$ cat src/hdl/lttu_pkg.sv
package lttu_pkg;

	localparam int TABLE_DEPTH_DEF = 16;
	localparam int ID_W            = 31;
	localparam int TIME_W          = 32;
	localparam int STATUS_W        = 4;
	localparam int TIMEOUT_W       = 16;
	localparam int SLOT_W          = 4;
	localparam int COUNT_W         = 5;

	localparam logic [TIMEOUT_W-1:0] TIMEOUT_RST = 16'd35;
	localparam logic [STATUS_W-1:0]  OFFLINE_RST = 4'd6;

	localparam int APB_AW = 3;
	localparam int APB_DW = 32;

	localparam logic REG_TIMEOUT = 1'b0;
	localparam logic REG_OFFLINE = 1'b1;

	localparam logic FUNC_MSG  = 1'b0;
	localparam logic FUNC_TICK = 1'b1;

	typedef enum logic [2:0] {
		EV_NONE      = 3'd0,
		EV_ADDED     = 3'd1,
		EV_REFRESHED = 3'd2,
		EV_REMOVED   = 3'd3,
		EV_TIMEOUT   = 3'd4
	} ev_kind_t;

	typedef enum logic [1:0] {
		OP_TICK,
		OP_SKIP,
		OP_MSG,
		OP_OFF
	} op_t;

	typedef struct packed {
		logic                func;
		logic [ID_W-1:0]     client_id;
		logic [STATUS_W-1:0] client_status;
	} item_t;

	typedef struct packed {
		ev_kind_t            event_kind;
		logic [SLOT_W-1:0]   slot;
		logic [ID_W-1:0]     entry_id;
		logic [STATUS_W-1:0] entry_status;
		logic [COUNT_W-1:0]  entry_count;
		logic                all_gone;
		logic                last_result;
	} result_t;

	typedef struct packed {
		op_t                 op;
		logic [ID_W-1:0]     id;
		logic [STATUS_W-1:0] status;
	} cmd_t;

	typedef struct packed {
		logic [TIMEOUT_W-1:0] timeout;
		logic [STATUS_W-1:0]  offline;
	} cfg_t;

endpackage

$ cat src/hdl/lttu_cfg.sv
module lttu_cfg (
	input  logic                          clk,
	input  logic                          arst_n,
	input  logic                          psel,
	input  logic                          penable,
	input  logic                          pwrite,
	input  logic [lttu_pkg::APB_AW-1:0]   paddr,
	input  logic [lttu_pkg::APB_DW-1:0]   pwdata,
	output logic [lttu_pkg::APB_DW-1:0]   prdata,
	output logic                          pready,
	output lttu_pkg::cfg_t                cfg
);
	import lttu_pkg::*;

	cfg_t cfg_q;
	logic wr_en;

	assign pready = 1'b1;
	assign wr_en  = psel && penable && pwrite;
	assign cfg    = cfg_q;

	always_ff @(posedge clk or negedge arst_n) begin
		if (!arst_n) begin
			cfg_q.timeout <= TIMEOUT_RST;
			cfg_q.offline <= OFFLINE_RST;
		end else if (wr_en) begin
			unique case (paddr[2])
				REG_TIMEOUT: cfg_q.timeout <= pwdata[TIMEOUT_W-1:0];
				REG_OFFLINE: cfg_q.offline <= pwdata[STATUS_W-1:0];
				default: ;
			endcase
		end
	end

	always_comb begin
		unique case (paddr[2])
			REG_TIMEOUT: prdata = {{(APB_DW-TIMEOUT_W){1'b0}}, cfg_q.timeout};
			REG_OFFLINE: prdata = {{(APB_DW-STATUS_W){1'b0}}, cfg_q.offline};
			default:     prdata = '0;
		endcase
	end

endmodule

$ cat src/hdl/lttu_front.sv
module lttu_front (
	input  logic                       clk,
	input  logic                       arst_n,
	input  logic                       start,
	output logic                       busy,
	input  lttu_pkg::item_t            item,
	input  logic [lttu_pkg::STATUS_W-1:0] offline,
	output lttu_pkg::cmd_t             cmd,
	output logic                       cmd_valid,
	input  logic                       cmd_pop
);
	import lttu_pkg::*;

	cmd_t       q_q [2];
	logic       wr_q;
	logic       rd_q;
	logic [1:0] cnt_q;
	logic       push;
	cmd_t       cls;

	// classify the item before it is queued
	always_comb begin
		cls.id     = item.client_id;
		cls.status = item.client_status;
		priority if (item.func == FUNC_TICK) begin
			cls.op = OP_TICK;
		end else if (item.client_id == '0) begin
			cls.op = OP_SKIP;
		end else if (item.client_status == offline) begin
			cls.op = OP_OFF;
		end else begin
			cls.op = OP_MSG;
		end
	end

	assign busy      = (cnt_q == 2'd2);
	assign push      = start && !busy;
	assign cmd       = q_q[rd_q];
	assign cmd_valid = (cnt_q != 2'd0);

	always_ff @(posedge clk) begin
		if (push) begin
			q_q[wr_q] <= cls;
		end
	end

	always_ff @(posedge clk or negedge arst_n) begin
		if (!arst_n) begin
			wr_q  <= 1'b0;
			rd_q  <= 1'b0;
			cnt_q <= 2'd0;
		end else begin
			if (push) begin
				wr_q <= !wr_q;
			end
			if (cmd_pop) begin
				rd_q <= !rd_q;
			end
			unique case ({push, cmd_pop})
				2'b10:   cnt_q <= cnt_q + 2'd1;
				2'b01:   cnt_q <= cnt_q - 2'd1;
				default: cnt_q <= cnt_q;
			endcase
		end
	end

endmodule

$ cat src/hdl/lttu_back.sv
module lttu_back #(
	parameter int TABLE_DEPTH = lttu_pkg::TABLE_DEPTH_DEF
) (
	input  logic              clk,
	input  logic              arst_n,
	input  lttu_pkg::cfg_t    cfg,
	input  lttu_pkg::cmd_t    cmd,
	input  logic              cmd_valid,
	output logic              cmd_pop,
	output logic              result_valid,
	output lttu_pkg::result_t result
);
	import lttu_pkg::*;

	localparam int AW = (TABLE_DEPTH > 1) ? $clog2(TABLE_DEPTH) : 1;
	localparam int CW = $clog2(TABLE_DEPTH + 1);

	typedef struct packed {
		logic [ID_W-1:0]   id;
		logic [TIME_W-1:0] heard;
	} entry_t;

	typedef enum logic [2:0] {
		ST_IDLE,
		ST_SEARCH,
		ST_APPLY,
		ST_SWEEP,
		ST_FLUSH
	} state_t;

	entry_t mem [TABLE_DEPTH];

	state_t            state_q;
	cmd_t              cmd_q;
	logic [CW-1:0]     count_q;
	logic [TIME_W-1:0] clock_q;
	logic              seen_q;
	logic [CW-1:0]     ptr_q;
	logic [CW-1:0]     wptr_q;
	logic [CW-1:0]     nrd_q;
	logic              found_vld_q;
	logic [AW-1:0]     found_q;
	logic              drop_vld_q;
	logic              pend_vld_q;
	result_t           pend_q;
	result_t           result_q;
	logic              result_valid_q;

	entry_t            rd_s1;
	logic              rd_vld_s1;
	logic [AW-1:0]     rd_idx_s1;

	logic              issue;
	logic [AW-1:0]     rd_addr;
	logic              hit;
	logic              last_idx;
	logic [TIME_W-1:0] idle;
	logic              expired;
	logic              skip_drop;
	logic              room;
	logic              wr_en;
	logic [AW-1:0]     wr_addr;
	entry_t            wr_data;
	logic              ev_vld;
	result_t           ev;
	logic [CW-1:0]     count_nx;
	result_t           none_res;
	result_t           last_res;

	assign rd_addr   = ptr_q[AW-1:0];
	assign issue     = ((state_q == ST_SEARCH) && (ptr_q < count_q))
		|| ((state_q == ST_SWEEP) && (ptr_q < nrd_q));
	assign hit       = rd_vld_s1 && (rd_s1.id == cmd_q.id);
	assign last_idx  = (CW'(rd_idx_s1) == (count_q - CW'(1)));
	assign idle      = clock_q - rd_s1.heard;
	assign expired   = (idle >= {{(TIME_W-TIMEOUT_W){1'b0}}, cfg.timeout});
	assign skip_drop = drop_vld_q && (rd_idx_s1 == found_q);
	assign room      = (count_q < CW'(TABLE_DEPTH));
	assign cmd_pop   = (state_q == ST_IDLE) && cmd_valid;

	assign result       = result_q;
	assign result_valid = result_valid_q;

	// table write port and event of this cycle
	always_comb begin
		wr_en    = 1'b0;
		wr_addr  = found_q;
		wr_data  = '{id: cmd_q.id, heard: clock_q};
		ev_vld   = 1'b0;
		count_nx = count_q;
		ev       = '0;
		ev.entry_id     = cmd_q.id;
		ev.entry_status = cmd_q.status;
		ev.slot         = SLOT_W'(found_q);
		unique case (state_q)
			ST_APPLY: begin
				if (cmd_q.op == OP_OFF) begin
					if (found_vld_q) begin
						ev_vld        = 1'b1;
						ev.event_kind = EV_REMOVED;
						count_nx      = count_q - CW'(1);
					end
				end else if (found_vld_q) begin
					wr_en         = 1'b1;
					ev_vld        = 1'b1;
					ev.event_kind = EV_REFRESHED;
				end else if (room) begin
					wr_en         = 1'b1;
					wr_addr       = count_q[AW-1:0];
					ev_vld        = 1'b1;
					ev.event_kind = EV_ADDED;
					ev.slot       = SLOT_W'(count_q[AW-1:0]);
					count_nx      = count_q + CW'(1);
				end
			end
			ST_SWEEP: begin
				if (rd_vld_s1 && !skip_drop) begin
					if (expired) begin
						ev_vld          = 1'b1;
						ev.event_kind   = EV_TIMEOUT;
						ev.slot         = SLOT_W'(wptr_q);
						ev.entry_id     = rd_s1.id;
						ev.entry_status = '0;
						count_nx        = count_q - CW'(1);
					end else begin
						wr_en   = 1'b1;
						wr_addr = wptr_q[AW-1:0];
						wr_data = rd_s1;
					end
				end
			end
			default: ;
		endcase
		ev.entry_count = COUNT_W'(count_nx);
		ev.all_gone    = (count_nx == '0) && seen_q;
		ev.last_result = 1'b0;
	end

	always_comb begin
		none_res             = '0;
		none_res.event_kind  = EV_NONE;
		none_res.entry_count = COUNT_W'(count_q);
		none_res.all_gone    = (count_q == '0) && seen_q;
		none_res.last_result = 1'b1;
		last_res             = pend_q;
		last_res.last_result = 1'b1;
	end

	always_ff @(posedge clk) begin
		if (wr_en) begin
			mem[wr_addr] <= wr_data;
		end
		rd_s1     <= mem[rd_addr];
		rd_idx_s1 <= rd_addr;
	end

	always_ff @(posedge clk or negedge arst_n) begin
		if (!arst_n) begin
			state_q        <= ST_IDLE;
			cmd_q          <= '0;
			count_q        <= '0;
			clock_q        <= '0;
			seen_q         <= 1'b0;
			ptr_q          <= '0;
			wptr_q         <= '0;
			nrd_q          <= '0;
			found_vld_q    <= 1'b0;
			found_q        <= '0;
			drop_vld_q     <= 1'b0;
			pend_vld_q     <= 1'b0;
			pend_q         <= '0;
			result_q       <= '0;
			result_valid_q <= 1'b0;
			rd_vld_s1      <= 1'b0;
		end else begin
			result_valid_q <= (ev_vld && pend_vld_q) || (state_q == ST_FLUSH);
			rd_vld_s1      <= issue;
			if (issue) begin
				ptr_q <= ptr_q + CW'(1);
			end
			if (ev_vld) begin
				if (pend_vld_q) begin
					result_q <= pend_q;
				end
				pend_q     <= ev;
				pend_vld_q <= 1'b1;
			end
			unique case (state_q)
				ST_IDLE: begin
					if (cmd_valid) begin
						cmd_q       <= cmd;
						ptr_q       <= '0;
						wptr_q      <= '0;
						nrd_q       <= count_q;
						found_vld_q <= 1'b0;
						drop_vld_q  <= 1'b0;
						unique case (cmd.op)
							OP_TICK: begin
								clock_q <= clock_q + TIME_W'(1);
								state_q <= ST_SWEEP;
							end
							OP_SKIP: state_q <= ST_SWEEP;
							OP_MSG, OP_OFF: begin
								seen_q  <= 1'b1;
								state_q <= (count_q == '0) ? ST_APPLY : ST_SEARCH;
							end
							default: state_q <= ST_SWEEP;
						endcase
					end
				end
				ST_SEARCH: begin
					priority if (hit) begin
						found_vld_q <= 1'b1;
						found_q     <= rd_idx_s1;
						state_q     <= ST_APPLY;
					end else if (rd_vld_s1 && last_idx) begin
						state_q <= ST_APPLY;
					end
				end
				ST_APPLY: begin
					count_q    <= count_nx;
					ptr_q      <= '0;
					drop_vld_q <= (cmd_q.op == OP_OFF) && found_vld_q;
					nrd_q      <= (count_nx > count_q) ? count_nx : count_q;
					state_q    <= ST_SWEEP;
				end
				ST_SWEEP: begin
					if (rd_vld_s1 && !skip_drop) begin
						if (expired) begin
							count_q <= count_nx;
						end else begin
							wptr_q <= wptr_q + CW'(1);
						end
					end
					if (!issue && !rd_vld_s1) begin
						state_q <= ST_FLUSH;
					end
				end
				ST_FLUSH: begin
					result_q   <= pend_vld_q ? last_res : none_res;
					pend_vld_q <= 1'b0;
					state_q    <= ST_IDLE;
				end
				default: state_q <= ST_IDLE;
			endcase
		end
	end

endmodule

$ cat src/hdl/liveness_table_with_timeout_unit.sv
// a tick or an ignored message runs only the timeout sweep; a message runs the id search
// (skipped with an empty table), an apply step and then the sweep; the search and the sweep
// each scan the table through one read port, so an item takes longer with more live entries
// events are held back by one so the last can be marked; the receiver cannot stall, and a
// two-item queue takes start while the engine works; reset empties the table, zeroes the
// clock, loads 35, 6
module liveness_table_with_timeout_unit #(
	parameter int TABLE_DEPTH = lttu_pkg::TABLE_DEPTH_DEF
) (
	input  logic                        clk,
	input  logic                        arst_n,
	input  logic                        start,
	output logic                        busy,
	input  lttu_pkg::item_t             item,
	output logic                        result_valid,
	output lttu_pkg::result_t           result,
	input  logic                        psel,
	input  logic                        penable,
	input  logic                        pwrite,
	input  logic [lttu_pkg::APB_AW-1:0] paddr,
	input  logic [lttu_pkg::APB_DW-1:0] pwdata,
	output logic [lttu_pkg::APB_DW-1:0] prdata,
	output logic                        pready
);
	import lttu_pkg::*;

	cfg_t cfg;
	cmd_t cmd;
	logic cmd_valid;
	logic cmd_pop;

	lttu_cfg u_cfg (
		.clk     (clk),
		.arst_n  (arst_n),
		.psel    (psel),
		.penable (penable),
		.pwrite  (pwrite),
		.paddr   (paddr),
		.pwdata  (pwdata),
		.prdata  (prdata),
		.pready  (pready),
		.cfg     (cfg)
	);

	lttu_front u_front (
		.clk       (clk),
		.arst_n    (arst_n),
		.start     (start),
		.busy      (busy),
		.item      (item),
		.offline   (cfg.offline),
		.cmd       (cmd),
		.cmd_valid (cmd_valid),
		.cmd_pop   (cmd_pop)
	);

	lttu_back #(
		.TABLE_DEPTH (TABLE_DEPTH)
	) u_back (
		.clk          (clk),
		.arst_n       (arst_n),
		.cfg          (cfg),
		.cmd          (cmd),
		.cmd_valid    (cmd_valid),
		.cmd_pop      (cmd_pop),
		.result_valid (result_valid),
		.result       (result)
	);

endmodule
$ cat config.mk
export PLATFORM = sky130hd
export DESIGN_NAME = liveness_table_with_timeout_unit
export DESIGN_NICKNAME = d
export VERILOG_FILES = /design/src/hdl/lttu_pkg.sv /design/src/hdl/lttu_cfg.sv /design/src/hdl/lttu_front.sv /design/src/hdl/lttu_back.sv /design/src/hdl/liveness_table_with_timeout_unit.sv
export SDC_FILE = /design/constraint.sdc
export NUM_CORES = 1
export LEC_CHECK = 0
export ABC_AREA = 1
export CAP_MARGIN = 20
export CORE_AREA = 2 2 482 484
export CTS_CLUSTER_SIZE = 24
export DETAILED_ROUTE_END_ITERATION = 8
export DIE_AREA = 0 0 484 486
export DONT_BUFFER_PORTS = 1
export PLACE_DENSITY = 0.37
export SYNTH_ARGS = -nofsm -noshare
export SYNTH_HDL_FRONTEND = slang
export SYNTH_SLANG_ARGS = --single-unit
$ cat constraint.sdc
create_clock -name clk -period 8 [get_ports clk]
set_input_delay 1.2 -clock clk [delete_from_list [all_inputs] [get_ports clk]]
set_output_delay 1.2 -clock clk [all_outputs]
set_load 0.02 [all_outputs]
==> results by stage, run 1 <==
Setup path:
- STA puts the critical path data required time at 8.41 ns.
- The kind of cell adding the most delay to the critical path is simple AND/OR/NAND/NOR gates.
- The type of element launching the critical path is a register.
- The cell with the most instances on the worst path is sky130_fd_sc_hd__nand3_1.
- The slowest stage of the critical path is the sky130_fd_sc_hd__nor2_4 cell.
- The depth of the worst register-to-register path is 26.
- In this design, the stage delay of the slowest critical-path cell is 0.76 ns.
- The type of element capturing the critical path is a register.
- The arrival time at the worst endpoint is 6.05 ns.
- The critical path is of the register to register type.
- The largest fanout on the critical path is 19.
- The count of buffering cells on the critical path with inverters included is 4.
- Counting buffers and inverters, the worst setup path is 26 cells deep.

Timing:
- Setup repair after global routing left no endpoint under its margin.
- After layout, the worst path uses 70.5% of the clock period.
- The total count of max-transition violations in the final report is 0.
- The number of endpoints with negative hold slack in the final report is 0.
- At the pin with the least slew margin, the transition time is 1.11 ns.
- Static timing analysis puts the maximum clock frequency at 177 MHz.
- The post-route minimum period is 5.64 ns.
- Between clock sinks in the finished design, the worst skew comes to 0.0257 ns.
- Setup violations remaining at the end of the flow were counted as 0.
- In this run the tightest slew margin relative to its limit is 25.8%.
- The summed negative setup slack over all endpoints is 0 ns.

Synth:
- For this run, asynchronously set or reset flops after synthesis account for 16.2%.
- Synthesis instantiated 60 different standard cells from the library.
- Summing the areas of all xor and xnor instances in the mapped netlist gives 1.09% of the synthesized area.
- The largest total area in the synthesized netlist belongs to sky130_fd_sc_hd__edfxtp_1.
- Synthesis produced 4999 cells.
- By count the netlist is led by sky130_fd_sc_hd__edfxtp_1, sky130_fd_sc_hd__nor2_1, sky130_fd_sc_hd__o21ai_0.
- The count of flip-flops with a built-in enable after synthesis is 1082.
- The synthesized cell area is 57200 um2.
- Summing the areas of all and, or, nand and nor instances in the mapped netlist gives 12.2% of the synthesized area.
- By instance count, the leading cell after synthesis is sky130_fd_sc_hd__edfxtp_1.
- The adder and majority gate portion of the synthesized area is 1.50%.
- The synthesized netlist devotes 11.8% of its cell area to compound gates.
- The flop and latch count out of synthesis is 1371.
- The average footprint of a synthesized cell is 11.4 um2.
- The share of Yosys cell area claimed by the top area cell type is 56.8%.
- By area, the combinational part of the netlist is dominated by simple AND/OR/NAND/NOR gates.
- By area the synthesized netlist is led by sky130_fd_sc_hd__edfxtp_1, sky130_fd_sc_hd__dfrtp_1, sky130_fd_sc_hd__o21ai_0.
- The most used flip-flop cell after synthesis is sky130_fd_sc_hd__edfxtp_1.
- During synthesis, Yosys emitted a total of 0 warnings.
- The mux cell area share after synthesis is 0%.
- Sequential elements use 68.9% of the synthesized area.

Layout:
- In the final layout, the share of cells above drive strength 1 is 8.74%.
- In the final design database the tool counted 5140 nets.
- From synthesis to final layout, the design area changed by 15.7%.
- Once layout is complete, the cells apart from fillers number 8153.
- Counting the fill cells in the layout gives 23700.
- The area of the multi-input gates is 15400 um2.
- The register area is 39400 um2.

Detailed routing:
- The starting DRC count in detailed routing is 2901.
- Dividing the detail-routed wire length by the instance count gives 22.3 um.
- In the routed design, unresolved DRC markers number 0.
- The routed layout has 37700 vias.
- Once detail routing completed, the nets flagged for antenna violations numbered 0.
- After detailed routing, the number of vias per cell comes to 4.63.
- The total routed wirelength is 182000 um.
- The pre-antenna-repair detailed-routing pass consisted of 5 iterations.

Job:
- The number of maximum-capacitance violations is 0.

CTS:
- The clock net in this run drives a total of 1371 sinks.
- The tree is rooted in a sky130_fd_sc_hd__clkbuf_16.
- The CTS tree is built.
- The clock insertion delay at the later pin of the skew report is 0.78 ns.
- The post-CTS repair timing setup buffer count is 0.
- The H-tree depth reported by CTS is 4.
- In this run the deepest clock path goes through 3 buffers.
- The number of gates resized after cts is 0.
- The number of hold-repair buffers added at the cts stage is 0.
- Clock-pin slew was measured on the worst setup and hold paths at 0.05 ns.
- The number of buffers created by CTS is 154.

Global routing:
- The via count of the first global-routing pass is 37100.
- The number of antenna violations at the first check in global routing came to 6.
- For this run the aggregate overflow at the end of global routing stands at 0.
- The aggregate global-route resource usage is 15.2%.
- The first global-routing pass estimated 266000 um of wire.
- The pin count of the biggest net entering global routing is 223.

Power and ir drop:
- In this run the static leakage power is 22.7 nW.
- In this run the power density over the cells is 365 nW/um2.
- VDD sags by at most 0.209 mV.

Placed design:
- The placed wire-length estimate is 99800 um.
- The congestion estimate from routability-driven global placement came to 0.771.
- Counting tap cells, the placed design contains a total of 7855 instances.
- The count of input and output buffers is 0.

Floorplan:
- The core box area is 229000 um2.
- The initial core utilization is 24.9%.
- The die covers 235000 um2.
- In this run the horizontal extent of the chip is 484 um.
- The floorplan has 176 rows.
- The I/O pin count is 161.
- The die span in y is 486 um.

Worst hold path:
- The path category of the worst min-delay check is input port to async pin.

Status:
- The run finished with clean final reports.
## metrics by stage
step / total power, mW / hold WS (ns) / cell area (um2) / worst slack, ns / utilization, %
finish: 24.2 / 0.133 / 66200 / 2.36 / 28.9
global route: 25.6 / 0.0769 / 66200 / 1.80 / 28.9
CTS: 24.5 / 0.0694 / 66100 / 2.17 / 28.8
detailed placement: 17.3 / 0.466 / 61100 / 2.19 / 26.6
global placement: 17.3 / 0.460 / 61000 / 2.16 / 26.6
floorplan: 14.4 / 0.395 / 57300 / 1.85 / -
## placed cells by master, fill, tap and decap left out, drive strengths merged, types with 3 or more instances in the layout
| cell | count |
|---|---|
| a21oi | 79 |
| nor3 | 22 |
| xnor2 | 10 |
| a211oi | 4 |
| and3 | 3 |
| a221oi | 4 |
| o2111ai | 5 |
| dfrtp | 217 |
| xor2 | 61 |
| buf | 110 |
| o31ai | 36 |
| o221ai | 116 |
| ha | 67 |
| nor2 | 733 |
| clkinv | 42 |
| dfstp | 5 |
| clkinvlp | 7 |
| clkbuf | 225 |
| nand3b | 6 |
| nand3 | 207 |
| nand4 | 18 |
| edfxtp | 1082 |
| bufinv | 8 |
| o21bai | 4 |
| a31oi | 3 |
| nand2 | 670 |
| dfxtp | 67 |
| nor4 | 19 |
| o22ai | 163 |
| o211ai | 45 |
| diode | 3 |
| conb | 17 |
| o21ai | 690 |
| inv | 368 |
## metal layers
metal | global-route usage [%] | routed length (um) | vias to the layer above
met5 | 0 | 8 | -
met4 | 3.84 | 4090 | 2
met3 | 2.43 | 7220 | 226
met2 | 23.9 | 82100 | 720
met1 | 21.6 | 88300 | 19100
li1 | - | - | 17700
## path summary, 6_finish.rpt
check | end | slack (ns) | start
max reg2reg | u_back.mem[8][1] | 2.36 | u_back.clock_q[0]
max in group asynchronous | u_cfg.cfg[13] | 7.32 | arst_n
min | u_back.result[5] | 0.13 | arst_n
min in group clk | u_back.last_res[46] | 0.48 | u_back.last_res[46]
min reg2reg | u_back.last_res[46] | 0.48 | u_back.last_res[46]
max | u_back.mem[8][1] | 2.36 | u_back.clock_q[0]
## final cells by class
class	count	share of cell area, %
antenna	3	0.0113
clock buffer	224	6.79
clock inverter	61	0.852
inverter	364	2.10
multi-input combinational	2993	23.3
sequential	1371	59.5
tap	3026	5.72
timing repair buffer	111	1.70
## where the power goes
group	switching [mW]	total (mW)	leakage, nW	internal, mW
Clock	2.98	7.16	2.48	4.17
Sequential	0.931	9.93	12.4	9.00
Combinational	5.11	7.08	7.80	1.97
## logic make-up (layout without fill, tap and decap cells)
group                    after synthesis  in the layout
AO/OA/AOI/OAI                       1155           1155
XOR/XNOR                              71             71
adder cells (fa/ha/maj)               68             68
buffers and inverters                650            760
flip-flops                          1371           1371
other                                  2             20
AND/OR/NAND/NOR                     1682           1682
## flip-flops by register name (all words and copies together) (netlist names), 20 cells and up
| signal | cells |
|---|---|
| u_back.mem | 1008 |
| u_back.result | 49 |
| u_front.q_q | 74 |
| u_back.last_res | 48 |
| u_back.rd_s1 | 63 |
| u_cfg.cfg | 20 |
| u_back.cmd_q | 37 |
| u_back.clock_q | 32 |
No activity file was read; power rests on OpenSTA's default activity.
==> run 2: changes to the inputs <==
==> constraint.sdc (replaced) <==
create_clock -name clk -period 5.7 [get_ports clk]
set_input_delay 0.855 -clock clk [delete_from_list [all_inputs] [get_ports clk]]
set_output_delay 0.855 -clock clk [all_outputs]
set_load 0.02 [all_outputs]
==> run 2 against run 1 <==
  * Sequential power is 40% higher
  * Non-clock buffer count is 70 higher
  * Global-route usage is 0.076 points higher
  * Worst hold slack better by 0.0076 ns
  * First-iteration DRC count is 3.2% lower
  * Wire length is 0.38% higher
  * Count of clock-buffer cells in the layout is 3 lower
  * Maximum frequency is 9.2% higher
  * Largest power group unchanged
==> results by stage, run 2 (synthesized netlist as in run 1, its figures left out) <==
Detailed routing:
- The residual DRC count is 0.
- The total routed wirelength is 182000 um.
- In this run, the number of DRC markers left after iteration 0 of detailed routing was 2808.
- The remaining antenna violation count is 0.
- Before antenna repair, the detailed router went through 5 iterations.
- The detailed-route vias per instance is 4.61.
- The detailed-route via count is 37900.
- After detailed routing, the average wire length per cell comes to 22.2 um.

CTS:
- The H-tree depth reported by CTS is 4.
- The tree is rooted in a sky130_fd_sc_hd__clkbuf_16.
- Counting along the longest clock path gives a buffer depth of 3.
- The clock input transition at the sequential cells of the worst setup and hold paths is 0.06 ns.
- The later pin in the worst-skew pair is clocked with a latency of 0.79 ns.
- TritonCTS built the clock tree.
- The clock drives 1371 sinks.
- The number of buffers created by CTS is 155.

Floorplan:
- The I/O pin count is 161.
- In this run the core area contains 176 standard-cell rows.
- The floorplan step defined a core boundary enclosing 229000 um2.
- The die is 484 um wide.
- The floorplan step set the die height to 486 um.
- The area enclosed by the die boundary is 235000 um2.
- Once the floorplan was initialized, standard cells occupied 24.9% of the core.

Timing:
- Setup violations remaining at the end of the flow were counted as 0.
- Clock skew on the completed layout was measured at 0.0269 ns.
- Setup repair after global routing left no endpoint under its margin.
- For the pin with the worst max-slew slack, the measured transition is 1.14 ns.
- For the final routed database, the setup TNS stands at 0 ns.
- The period utilization is 90.7%.
- The highest attainable clock frequency is 193 MHz.
- The total count of max-transition violations in the final report is 0.
- The number of endpoints with negative hold slack in the final report was 0.
- The worst path in the final design needs a cycle of 5.17 ns, including I/O delays and setup.
- Measured against its own limit, the worst slew margin works out to 24.3%.
- The worst setup margin is 0.532 ns.

Placed design:
- The congestion estimate from routability-driven global placement came to 0.788.
- After detailed placement, the design holds a cell count of 7927.
- The placed wire-length estimate is 109000 um.
- The count of input and output buffers is 0.
- Timing analysis after detailed placement gives a worst setup slack of 0.246 ns.

Layout:
- The register with the most flip-flops in the final layout is u_back.mem.
- For this run, the post-layout net count is 5211.
- The post-route netlist has 9.79% of its cells at a drive strength greater than 1.
- At the end of the flow the core is filled with cells to 29.2%.
- The count of non-filler cells in the finished layout is 8226.
- The largest registers in the layout are u_back.mem (1008), u_front.q_q (74), u_back.rd_s1 (63).
- Leaving out fill and tap cells, the most frequent cells in the layout are sky130_fd_sc_hd__edfxtp_1, sky130_fd_sc_hd__nor2_1, sky130_fd_sc_hd__nand2_1, sky130_fd_sc_hd__o21ai_0, sky130_fd_sc_hd__inv_1.
- The register with the most flip-flops in the layout has 1008 of them.
- The commonest non-fill, non-tap cell in the layout is sky130_fd_sc_hd__edfxtp_1.
- The relative area change from synthesis to final layout is 17.0%.
- Counting the fill cells in the layout gives 23600.

Setup path:
- Of all nets on the critical path, the largest fanout is 18.
- The worst setup path is launched from a register.
- STA classifies the critical path endpoint as a register.
- The setup path with the least slack is of type register to register.
- The cell that appears most often on the critical path is sky130_fd_sc_hd__nand3_1.
- The source of the critical timing path is u_back.clock_q[0].
- The worst-path cell with the longest stage delay is sky130_fd_sc_hd__nor2_4.
- The startpoint identified for the worst register-to-register timing path is u_back.clock_q[0].
- STA puts the critical path data required time at 6.17 ns.
- In this design, the stage delay of the slowest critical-path cell is 0.50 ns.
- Data on the critical path arrives at its endpoint at 5.64 ns.
- The internal reg-to-reg setup slack is 0.53 ns.

Job:
- Across the run, the number of max-cap violations was 0.

Status:
- The run finished with clean final reports.

Power and ir drop:
- The leakage power total is 23.1 nW.
- Registers are responsible for 40.8% of the overall power.
- The clock network is responsible for 28.9% of the overall power.
- The net load switching power is 12.9 mW.
- Net switching is 37.9% of the power.
- The power per cell area is 508 nW/um2.
- The cell internal power dissipation is 21.1 mW.
- Combinational logic burns 30.3% of the power.
- The worst voltage drop across the vdd grid is 0.328 mV.

Global routing:
- Across every metal layer, demand over resource in global routing totals 15.3%.
- The via count of the first global-routing pass is 37600.
- Entering global routing, the biggest net connects 218 pins.
- The total overflow reported by the global router is 0.
- The global-route wire length before repair is 268000 um.
- The number of antenna violations at the first check in global routing is 9.

Worst hold path:
- The path category of the worst min-delay check is input port to async pin.
## run 2: changes by cell type in the layout (fill, tap and decap cells not counted), moves of 7 or more
cell | before | now
sky130_fd_sc_hd__buf_4 | 87 | 132
sky130_fd_sc_hd__buf_12 | 23 | 46
sky130_fd_sc_hd__clkinv_1 | 15 | 26
sky130_fd_sc_hd__o21ai_0 | 643 | 650
sky130_fd_sc_hd__o21ai_1 | 45 | 38
## run 2: critical path, delay by kind of cell, from the launching register on
kind                     cells  cell delay, ns
buffers and inverters        5            0.86
flip-flops                   1            0.38
adder cells (fa/ha/maj)      3            0.83
XOR/XNOR                     1            0.10
AND/OR/NAND/NOR             15            2.22
AO/OA/AOI/OAI                3            0.40
## run 2: layer usage
metal / part of all wire, % / GRT usage (%)
met4: 2.1 / 3.61
met5: 0 / 0
met3: 4.2 / 2.52
met2: 46 / 24.3
met1: 48 / 21.6
## run 2: final timing paths
| path | end | cells after the start |
|---|---|---|
| worst max-delay path | u_back.mem[5][23] | 27 |
| worst min-delay path | u_cfg.cfg[9] | 1 |
| worst max register to register | u_back.mem[5][23] | 27 |
| worst min register to register | u_back.last_res[8] | 2 |
| max in group asynchronous | u_cfg.cfg[6] | 3 |
| min in group clk | u_front.q_q[0][20] | 0 |
## run 2: layout make-up
class	count	area (um2)	share of cell area (%)
sequential	1371	39400	58.9
multi-input combinational	2993	15400	23.1
clock buffer	221	4330	6.47
tap	3026	3790	5.65
timing repair buffer	181	1980	2.95
inverter	364	1390	2.07
clock inverter	69	618	0.923
antenna	1	2.50	0.00374
## run 2: per-stage QoR
stage | cell area [um2] | power, mW | hold WS (ns)
2_1_floorplan | 57300 | 20.2 | 0.395
3_5_place_dp | 61900 | 24.6 | 0.465
3_3_place_gp | 61900 | 24.6 | 0.463
4_1_cts | 66900 | 34.6 | 0.0757
5_1_grt | 67000 | 36.2 | 0.0791
6_report | 67000 | 34.0 | 0.140
## run 2: power groups by stage
stage / clock, mW / combinational (mW) / sequential (mW)
floorplan: 0 / 6.66 / 13.5
global placement: 0 / 10.5 / 14.1
detailed placement: 0 / 10.5 / 14.1
CTS: 10.1 / 10.5 / 13.9
global route: 10.5 / 11.6 / 14.0
finish: 9.84 / 10.3 / 13.9
## run 2: repair_timing
action,4_1_cts,5_1_grt
endpoints found under the hold margin,217,50
endpoints found under the setup margin,0,129
resized for setup,0,4
hold buffers,2,1
setup buffers,0,4
